File: config.mk
export PLATFORM = sky130hd
export DESIGN_NAME = kmhq_ctrl
export DESIGN_NICKNAME = d
export VERILOG_FILES = /design/src/rtl/kmhq_pkg.sv /design/src/rtl/kmhq_ctrl.sv
export SDC_FILE = /design/constraint.sdc
export NUM_CORES = 1
export LEC_CHECK = 0
export ABC_CLOCK_PERIOD_IN_PS = 1440
export BUFFER_PORTS_ARGS = -buffer_cell sky130_fd_sc_hd__buf_4
export CORE_ASPECT_RATIO = 1.5
export CORE_UTILIZATION = 45
export CTS_BUF_LIST = sky130_fd_sc_hd__clkbuf_8 sky130_fd_sc_hd__clkbuf_16
export CTS_CLUSTER_SIZE = 14
export DETAILED_ROUTE_END_ITERATION = 6
export GPL_TIMING_DRIVEN = 0
export PLACE_DENSITY = 0.77
export SYNTH_ARGS = -nofsm -noshare
export SYNTH_HDL_FRONTEND = slang
export SYNTH_SLANG_ARGS = --single-unit
File: constraint.sdc
create_clock -name clk -period 1.44 [get_ports clk]
set_input_delay 0.144 -clock clk [delete_from_list [all_inputs] [get_ports clk]]
set_output_delay 0.144 -clock clk [all_outputs]
set_load 0.005 [all_outputs]
File: src/rtl/kmhq_pkg.sv
`default_nettype none
package kmhq_pkg;

  localparam int CAPACITY = 64;
  localparam int KEY_W    = 8;
  localparam int VAL_W    = 32;
  localparam int IDX_W    = $clog2(CAPACITY);
  localparam int CNT_W    = IDX_W + 1;
  localparam int KEYS     = 1 << KEY_W;

  localparam logic [2:0] CMD_PUSH   = 3'd0;
  localparam logic [2:0] CMD_POP    = 3'd1;
  localparam logic [2:0] CMD_REMOVE = 3'd2;
  localparam logic [2:0] CMD_GET    = 3'd3;
  localparam logic [2:0] CMD_SET    = 3'd4;
  localparam logic [2:0] CMD_PEEK   = 3'd5;

  localparam logic [2:0] ST_OK        = 3'd0;
  localparam logic [2:0] ST_NOT_FOUND = 3'd1;
  localparam logic [2:0] ST_DUPLICATE = 3'd2;
  localparam logic [2:0] ST_FULL      = 3'd3;
  localparam logic [2:0] ST_EMPTY     = 3'd4;

  typedef enum logic [3:0] {
    S_IDLE, S_DISPATCH, S_POS_WAIT, S_REM_RD, S_REM_GONE, S_REM_LAST,
    S_UP_RD, S_UP_EV, S_DN_RD_L, S_DN_RD_R, S_DN_EV, S_POST, S_INS, S_FINISH
  } state_t;

  typedef enum logic [2:0] {
    RD_IDX, RD_LAST, RD_PARENT, RD_LEFT, RD_RIGHT
  } rd_sel_t;

  typedef struct packed {
    logic       ld_in;
    logic       set_idx_zero;
    logic       set_idx_pos;
    logic       rd_en;
    rd_sel_t    rd_sel;
    logic       latch_gone;
    logic       rem_commit;
    logic       ld_cur_rd;
    logic       ins;
    logic       wr_final;
    logic       up_step;
    logic       dn_step;
    logic       latch_left;
    logic       out_load;
    logic [2:0] out_status;
    logic       out_show;
  } dp_cmd_t;

  typedef struct packed {
    logic [2:0] cmd;
    logic       present;
    logic       empty;
    logic       full;
    logic       idx_zero;
    logic       idx_lt_last;
    logic       l_in;
    logic       up_move;
    logic       dn_move;
    logic       out_free;
  } dp_stat_t;

endpackage
`default_nettype wire

File: src/rtl/kmhq_ctrl.sv
`default_nettype none
module kmhq_ctrl (
  input  wire logic               clk,
  input  wire logic               rst_n,
  input  wire logic               in_valid,
  output logic                    in_ready,
  input  wire kmhq_pkg::dp_stat_t stat,
  output kmhq_pkg::dp_cmd_t       cmd
);
  import kmhq_pkg::*;

  state_t     state_r, state_nxt;
  logic       first_r, first_nxt;
  logic       ins_done_r, ins_done_nxt;
  logic [2:0] st_r, st_nxt;
  logic       show_r, show_nxt;
  logic       reads_only;

  assign reads_only = (stat.cmd == CMD_GET) || (stat.cmd == CMD_PEEK);

  always_comb begin
    state_nxt    = state_r;
    first_nxt    = first_r;
    ins_done_nxt = ins_done_r;
    st_nxt       = st_r;
    show_nxt     = show_r;
    unique case (state_r)
      S_IDLE: begin
        if (in_valid) begin
          state_nxt    = S_DISPATCH;
          ins_done_nxt = 1'b0;
          st_nxt       = ST_OK;
          show_nxt     = 1'b0;
        end
      end
      S_DISPATCH: begin
        priority case (stat.cmd)
          CMD_PUSH: begin
            if (stat.present) begin
              st_nxt = ST_DUPLICATE;
              state_nxt = S_FINISH;
            end else if (stat.full) begin
              st_nxt = ST_FULL;
              state_nxt = S_FINISH;
            end else begin
              state_nxt = S_INS;
            end
          end
          CMD_POP, CMD_PEEK: begin
            if (stat.empty) begin
              st_nxt = ST_EMPTY;
              state_nxt = S_FINISH;
            end else begin
              state_nxt = S_REM_RD;
            end
          end
          CMD_REMOVE, CMD_GET, CMD_SET: begin
            if (!stat.present) begin
              st_nxt = ST_NOT_FOUND;
              state_nxt = S_FINISH;
            end else begin
              state_nxt = S_POS_WAIT;
            end
          end
          default: state_nxt = S_FINISH;
        endcase
      end
      S_POS_WAIT: state_nxt = S_REM_RD;
      S_REM_RD:   state_nxt = S_REM_GONE;
      S_REM_GONE: begin
        show_nxt = 1'b1;
        if (reads_only) begin
          state_nxt = S_FINISH;
        end else if (stat.idx_lt_last) begin
          state_nxt = S_REM_LAST;
        end else begin
          state_nxt = S_POST;
        end
      end
      S_REM_LAST: begin
        first_nxt = 1'b1;
        state_nxt = stat.idx_zero ? S_DN_RD_L : S_UP_RD;
      end
      S_UP_RD: state_nxt = stat.idx_zero ? S_POST : S_UP_EV;
      S_UP_EV: begin
        first_nxt = 1'b0;
        if (stat.up_move) begin
          state_nxt = S_UP_RD;
        end else if (first_r) begin
          state_nxt = S_DN_RD_L;
        end else begin
          state_nxt = S_POST;
        end
      end
      S_DN_RD_L: state_nxt = stat.l_in ? S_DN_RD_R : S_POST;
      S_DN_RD_R: state_nxt = S_DN_EV;
      S_DN_EV:   state_nxt = stat.dn_move ? S_DN_RD_L : S_POST;
      S_POST: begin
        state_nxt = (stat.cmd == CMD_SET && !ins_done_r) ? S_INS : S_FINISH;
      end
      S_INS: begin
        ins_done_nxt = 1'b1;
        first_nxt    = 1'b0;
        state_nxt    = S_UP_RD;
      end
      S_FINISH: begin
        if (stat.out_free) state_nxt = S_IDLE;
      end
      default: state_nxt = S_IDLE;
    endcase
  end

  always_comb begin
    cmd            = '0;
    cmd.rd_sel     = RD_IDX;
    cmd.out_status = st_r;
    cmd.out_show   = show_r;
    in_ready       = 1'b0;
    unique case (state_r)
      S_IDLE: begin
        in_ready   = 1'b1;
        cmd.ld_in  = in_valid;
      end
      S_DISPATCH: cmd.set_idx_zero = 1'b1;
      S_POS_WAIT: cmd.set_idx_pos = 1'b1;
      S_REM_RD:   cmd.rd_en = 1'b1;
      S_REM_GONE: begin
        cmd.latch_gone = 1'b1;
        cmd.rem_commit = !reads_only;
        cmd.rd_en      = 1'b1;
        cmd.rd_sel     = RD_LAST;
      end
      S_REM_LAST: cmd.ld_cur_rd = 1'b1;
      S_UP_RD: begin
        cmd.wr_final = stat.idx_zero;
        cmd.rd_en    = 1'b1;
        cmd.rd_sel   = RD_PARENT;
      end
      S_UP_EV: begin
        cmd.up_step  = 1'b1;
        cmd.wr_final = !stat.up_move && !first_r;
      end
      S_DN_RD_L: begin
        cmd.wr_final = !stat.l_in;
        cmd.rd_en    = 1'b1;
        cmd.rd_sel   = RD_LEFT;
      end
      S_DN_RD_R: begin
        cmd.latch_left = 1'b1;
        cmd.rd_en      = 1'b1;
        cmd.rd_sel     = RD_RIGHT;
      end
      S_DN_EV:  cmd.dn_step = 1'b1;
      S_POST:   cmd.rd_en = 1'b0;
      S_INS:    cmd.ins = 1'b1;
      S_FINISH: cmd.out_load = stat.out_free;
      default:  cmd.rd_en = 1'b0;
    endcase
  end

  always_ff @(posedge clk) begin
    if (!rst_n) begin
      state_r    <= S_IDLE;
      first_r    <= 1'b0;
      ins_done_r <= 1'b0;
      st_r       <= ST_OK;
      show_r     <= 1'b0;
    end else begin
      state_r    <= state_nxt;
      first_r    <= first_nxt;
      ins_done_r <= ins_done_nxt;
      st_r       <= st_nxt;
      show_r     <= show_nxt;
    end
  end

endmodule
`default_nettype wire

==> flow_summary_export.csv, run 1 <==
group,metric,value,unit
route,drt_first_iter_violations,121,
route,dr.pass1.iters,7,
final_layout,final_util,81.4,%
placed_design,dpl_cell_area,1330,um^2
synth,ys_ff_latch,10,
route,post_drt_wl_per_cell,18.7,um
critical_path,rr_endpoint,"state_r[1]",
global_route,grt_max_degree,11,
critical_path,crit_path_start_kind,"flop",
route,wirelength,4240,um
floorplanning,dieArea,2520,um^2
min_path,hold_path_startpoint,"rst_n",
min_path,hold_class,"input port to flop",
route,vias,1404,
min_path,holdPathEnd,"st_r[2]",
sta,finalSetupTns,-1.72,ns
global_route,antenna_found_initial,0,
floorplanning,fp.dieW,41.3,um
power,finalPower,3.57,mW
run_status,violations,"negative setup slack",
route,dr_wl_met2,2170,um
cts,clkSlewWorstSetupHoldPaths,0.06,ns
final_layout,finish.net_count,220,
cts,cts_buffer_depth,2,
critical_path,worstPathArrival,1.50,ns
floorplanning,core,2210,um^2
route,vias_per_cell,6.19,
sta,post-route-worst-setup-slack,-0.203,ns
power,ir_drop,1.37,mV
final_layout,diodes,0,
critical_path,r2r_cells,6,
global_route,grt_usage,30.9,%
sta,rsz0062_at_grt,"true",
power,power_density,1990,nW/um^2
power,p_leak,0.783,nW
placed_design,routabilityCongestion,0.999,
route,routed-wl-met3,313,um
sta,finalHoldViolations,0,
global_route,grt_pass1_wl,5250,um
placed_design,dp_hpwl,2280,um
cts,cts_hold_buf,0,
sta,finClkSkew,0.00453,ns
placed_design,dpl_worst_slack,-0.176,ns
critical_path,endpoint_kind,"primary output",
critical_path,critPathBufInv,3,
synth,synth_ff_type,"dfxtp_1",
placed_design,dp.cells,203,
cts,htreeDepth,1,
route,drc,0,
floorplanning,boundaryPins,36,
floorplanning,initial_core_util,47.3,%
critical_path,crit_required,1.30,ns
critical_path,r2r-start,"state_r[2]",
synth,synth_top_area_cell,"dfxtp_1",
sta,maxSlewViolCount,0,
sta,worstMarginPinSlew,0.511,ns
route,maxUsedRoutingLayer,"met4",
synth,syn_nets,161,
synth,synthTopCellsByCount,"a21oi_1 (13), buf_2 (10), dfxtp_1 (10), nand2_1 (10)",
critical_path,reg2reg_setup_slack,-0.18,ns
cts,clock-sinks,10,
synth,yosysTopAreaCellShare,19.2,%
final_layout,drive_gt1_share,53.4,%
floorplanning,chipHeight,61.0,um
sta,final-setup-viol-count,17,
floorplanning,num_rows,21,
route,antenna_left,0,
sta,holdWs,0.213,ns
cts,cts_tree,"yes",
synth,synthArstFlopShare,0,%
placed_design,port_buffers,34,
cts,cts_buffers,3,
critical_path,crit_family,"simple AND/OR/NAND/NOR gates",
critical_path,critPathKind,"flop to primary output",
synth,synth_edf_count,0,
final_layout,stdcell_count,227,
route,wl_met1,1600,um
synth,ys_warn_count,0,
critical_path,path_cells,"buf_6 > buf_8 > nand4b_1 > nor3_2 > o21bai_1 > buf_4",
final_layout,area_growth,72.2,%
synth,syn_inst,146,
sta,clock.fmax,0.609,GHz
final_layout,final_area,1800,um^2
global_route,grt_pass1_vias,1190,
critical_path,slowest_stage,"dfxtp_2",
sta,layout_worst_path_cycle_share,114,%
synth,synth_area_leaders,"dfxtp_1 (19%), a21oi_1 (6.2%), buf_2 (4.8%), mux2i_1 (4.8%), nand2b_1 (4.8%)",
sta,relSlewSlack,65.6,%
synth,ys_types,43,
global_route,overflow,0,
critical_path,max_stage_delay,0.32,ns
synth,yosysMostFrequentCell,"a21oi_1",
critical_path,cp_max_fo,9,
job,maxCapViolCount,0,
synth,synth_area_per_cell,7.15,um^2
synth,yosysSeqAreaShare,19.2,%
sta,min_period,1.64,ns
cts,cts_root_buf,"clkbuf_8",
run_status,status,"complete, but fails checks",
min_path,min_path_cells,3,
cts,insertion_delay,0.25,ns
synth,syn-cell-area,1040,um^2
-- power breakdown --
group | internal [mW] | switching, mW
Combinational | 1.43 | 1.28
Clock | 0.242 | 0.142
Sequential | 0.375 | 0.102
Total | 2.05 | 1.52
-- metal layers --
| layer | GRT usage (%) | vias to the layer above |
|---|---|---|
| met5 | 0 | - |
| met4 | 18.9 | 0 |
| met3 | 4.03 | 18 |
| met2 | 53.1 | 94 |
| met1 | 33.6 | 652 |
| li1 | - | 640 |
-- sequential cells by signal, indices dropped and copies added, names as in the netlist --
name	flops
first_r	1
state_r	4
st_r	3
show_r	1
ins_done_r	1
-- layout by cell type, fill, tap and decap left out, types with 3 or more instances in the layout --
| master | n |
|---|---|
| o21ai_0 | 3 |
| inv_2 | 3 |
| buf_6 | 12 |
| nand2_1 | 9 |
| o211ai_1 | 3 |
| dfxtp_1 | 6 |
| buf_4 | 49 |
| nor2_1 | 5 |
| mux2i_1 | 5 |
| nand3_1 | 3 |
| nand2b_4 | 5 |
| clkbuf_8 | 4 |
| nor3_1 | 7 |
| buf_2 | 6 |
| inv_1 | 4 |
| buf_8 | 4 |
| nand2b_1 | 3 |
| nor2b_1 | 5 |
| a21oi_1 | 11 |
-- timing repair --
action,4_1_cts,5_1_grt
setup endpoints to repair,25,23
setup buffers,12,8
cloned,1,1
pin swaps,7,10
resized for setup,51,27
-- worst max path at each step --
stage,from,end,slack (ns),cells past startpoint
floorplan,state_r[2],state_r[2],0.02,5
global placement,stat[9],state_r[3],-0.20,6
detailed placement,stat[9],state_r[2],-0.18,6
CTS,state_r[2],cmd[11],-0.18,5
global route,state_r[2],state_r[1],-0.22,6
finish,state_r[2],cmd[8],-0.20,6
-- kinds of logic (layout without fill, tap and decap cells) --
| kind of cell | after synthesis | count (layout) | share of synthesized area [%] |
|---|---|---|---|
| and+or+nand+nor | 60 | 60 | 32.0 |
| AOI/OAI and AO/OA | 42 | 42 | 29.4 |
| buffers and inverters | 27 | 85 | 12.7 |
| DFF | 10 | 10 | 19.2 |
| muxes | 6 | 6 | 5.88 |
| xor gates and xnor gates | 1 | 1 | 0.839 |
-- layout make-up --
cell class / instances / area (um^2)
repair buffers: 56 / 445
plain buffers: 16 / 151
flip-flops and latches: 10 / 210
well taps: 23 / 28.8
clock buffers: 4 / 55.1
inverters: 9 / 40.0
fillers: 141 / 410
multi-input cells: 109 / 866
-- tightest hold or removal path, cell delays in order --
cell and delay [ns]:
buf_4 0.12, nand4b_1 0.09, mux2i_1 0.06
Note: power is estimated with default switching activity, not from simulation.
==> run 2: changes to the inputs <==
--- a/config.mk
+++ b/config.mk
@@ -17,3 +17,4 @@
 export SYNTH_ARGS = -nofsm -noshare
 export SYNTH_HDL_FRONTEND = slang
 export SYNTH_SLANG_ARGS = --single-unit
+export TNS_END_PERCENT = 5
==> run 2 against run 1 <==
Against the previous run:
- the run still ends with negative setup slack left
- first-iteration DRC count is 54% lower
- critical endpoint unchanged
- largest cell class unchanged
- global-route usage down 3.4 points
- routed wire length fell by 22%
- worst setup slack better by 0.021 ns
- clock skew up 0.0038 ns
==> flow_summary_export.csv, run 2 (synthesized netlist as in run 1, its figures left out) <==
group,metric,value,unit
final_layout,largest_reg_flops,4,
route,antenna_left,0,
route,wirelength,3310,um
floorplanning,boundaryPins,36,
route,dr.pass1.iters,4,
final_layout,drive_gt1_share,44.4,%
route,post_drt_wl_per_cell,15.8,um
route,drt_first_iter_violations,56,
min_path,holdPathEnd,"st_r[1]",
global_route,grt_pass1_wl,4690,um
critical_path,cp_max_fo,10,
global_route,antenna_found_initial,0,
floorplanning,core,2210,um^2
sta,holdWs,0.209,ns
final_layout,largestRegisters,"state_r (4), st_r (3)",
critical_path,crit_required,1.30,ns
cts,cts_tree,"yes",
critical_path,r2r-start,"state_r[0]",
sta,finClkSkew,0.00829,ns
floorplanning,fp.dieW,41.3,um
critical_path,endpoint_kind,"primary output",
critical_path,reg2reg_setup_slack,-0.08,ns
route,vias,1280,
min_path,hold_class,"input port to flop",
final_layout,fillers,180,
critical_path,critPathKind,"flop to primary output",
final_layout,final_common_cell,"buf_4",
sta,layout_worst_path_cycle_share,113,%
run_status,violations,"negative setup slack",
critical_path,crit_path_start_kind,"flop",
floorplanning,dieArea,2520,um^2
route,vias_per_cell,6.10,
final_layout,regArea,210,um^2
cts,clkSlewWorstSetupHoldPaths,0.06,ns
placed_design,dpl_worst_slack,-0.176,ns
cts,htreeDepth,1,
power,ir_drop,1.21,mV
sta,finalHoldViolations,0,
sta,clock.fmax,0.617,GHz
global_route,grt_usage,27.5,%
final_layout,diodes,0,
cts,clock-sinks,10,
min_path,min_path_cells,3,
critical_path,worstPathArrival,1.48,ns
global_route,grt_max_degree,11,
final_layout,layout_common_cells,"buf_4 (43), a21oi_1 (12), nand2_1 (9)",
final_layout,regMostFlops,"state_r",
cts,cts_buffers,3,
sta,relSlewSlack,68.3,%
placed_design,port_buffers,34,
critical_path,rr_endpoint,"state_r[3]",
min_path,hold_path_startpoint,"rst_n",
final_layout,finish.net_count,203,
final_layout,final_util,70.7,%
cts,insertion_delay,0.24,ns
final_layout,final_area,1560,um^2
critical_path,max_stage_delay,0.33,ns
route,drc,0,
critical_path,path_cells,"buf_8 > inv_1 > nor2_2 > a31oi_1 > o21bai_1 > buf_4",
critical_path,r2r_cells,3,
global_route,grt_pass1_vias,1090,
sta,worstMarginPinSlew,0.475,ns
sta,min_period,1.62,ns
cts,cts_buffer_depth,2,
job,maxCapViolCount,0,
floorplanning,chipHeight,61.0,um
sta,post-route-worst-setup-slack,-0.182,ns
placed_design,routabilityCongestion,0.999,
sta,rsz0062_at_grt,"true",
run_status,status,"complete, but fails checks",
critical_path,slowest_stage,"dfxtp_2",
cts,cts_root_buf,"clkbuf_8",
power,finalPower,2.85,mW
sta,final-setup-viol-count,19,
power,p_leak,0.668,nW
global_route,overflow,0,
final_layout,multi_input_area,793,um^2
floorplanning,initial_core_util,47.3,%
placed_design,dp_hpwl,2280,um
placed_design,dpl_cell_area,1330,um^2
sta,maxSlewViolCount,0,
final_layout,area_growth,49.5,%
floorplanning,num_rows,21,
power,power_density,1830,nW/um^2
==> run 2: per-layer routing <==
metal	routed length (um)	GRT usage, %	vias to the layer above	share of wire, %
met2	1740	45.5	60	52
met1	1310	31.5	603	39
li1	-	-	608	-
met3	196	3.66	9	5.9
met5	0	0	-	0
met4	72	17.1	0	2.2
==> run 2: metrics by stage <==
stage	cells	TNS [ns]
after CTS	211	-1.48
after floorplan	146	0
after global routing	210	-2.34
after global placement	203	-1.54
after detailed placement	203	-1.70
final	210	-1.23
==> run 2: cell type report <==
class	instances	area share, %
Multi-Input combinational cell	109	50.8
Timing Repair Buffer	39	19.0
Sequential cell	10	13.5
Buffer	16	9.14
Clock buffer	4	3.53
Inverter	9	2.17
Tap cell	23	1.84
==> run 2: critical path, delay by kind of cell (launching register included) <==
family          cells  cell delay (ns)
flops               1             0.33
simple gates        1             0.09
compound gates      2             0.33
buf+inv             3             0.48
==> run 2: timing repair <==
action                     in CTS  in global routing
hold buffers                    0                  0
gates cloned                    0                  0
pin swaps                       2                  2
resized for setup              37                 16
setup endpoints to repair      25                 24
buffers inserted                4                  1
==> run 2: how the worst max path moves through the flow <==
stage	start	end	slack, ns
after floorplan	state_r[2]	state_r[2]	0.02
after global placement	stat[9]	state_r[3]	-0.20
after detailed placement	stat[9]	state_r[2]	-0.18
after CTS	state_r[2]	cmd[11]	-0.18
after global routing	state_r[0]	cmd[8]	-0.21
final	state_r[1]	cmd[8]	-0.18
==> run 2: power breakdown <==
group	total (mW)	switching, mW	internal (mW)
sequential	0.483	0.108	0.376
clock	0.365	0.124	0.241
combinational	2.00	0.992	1.01
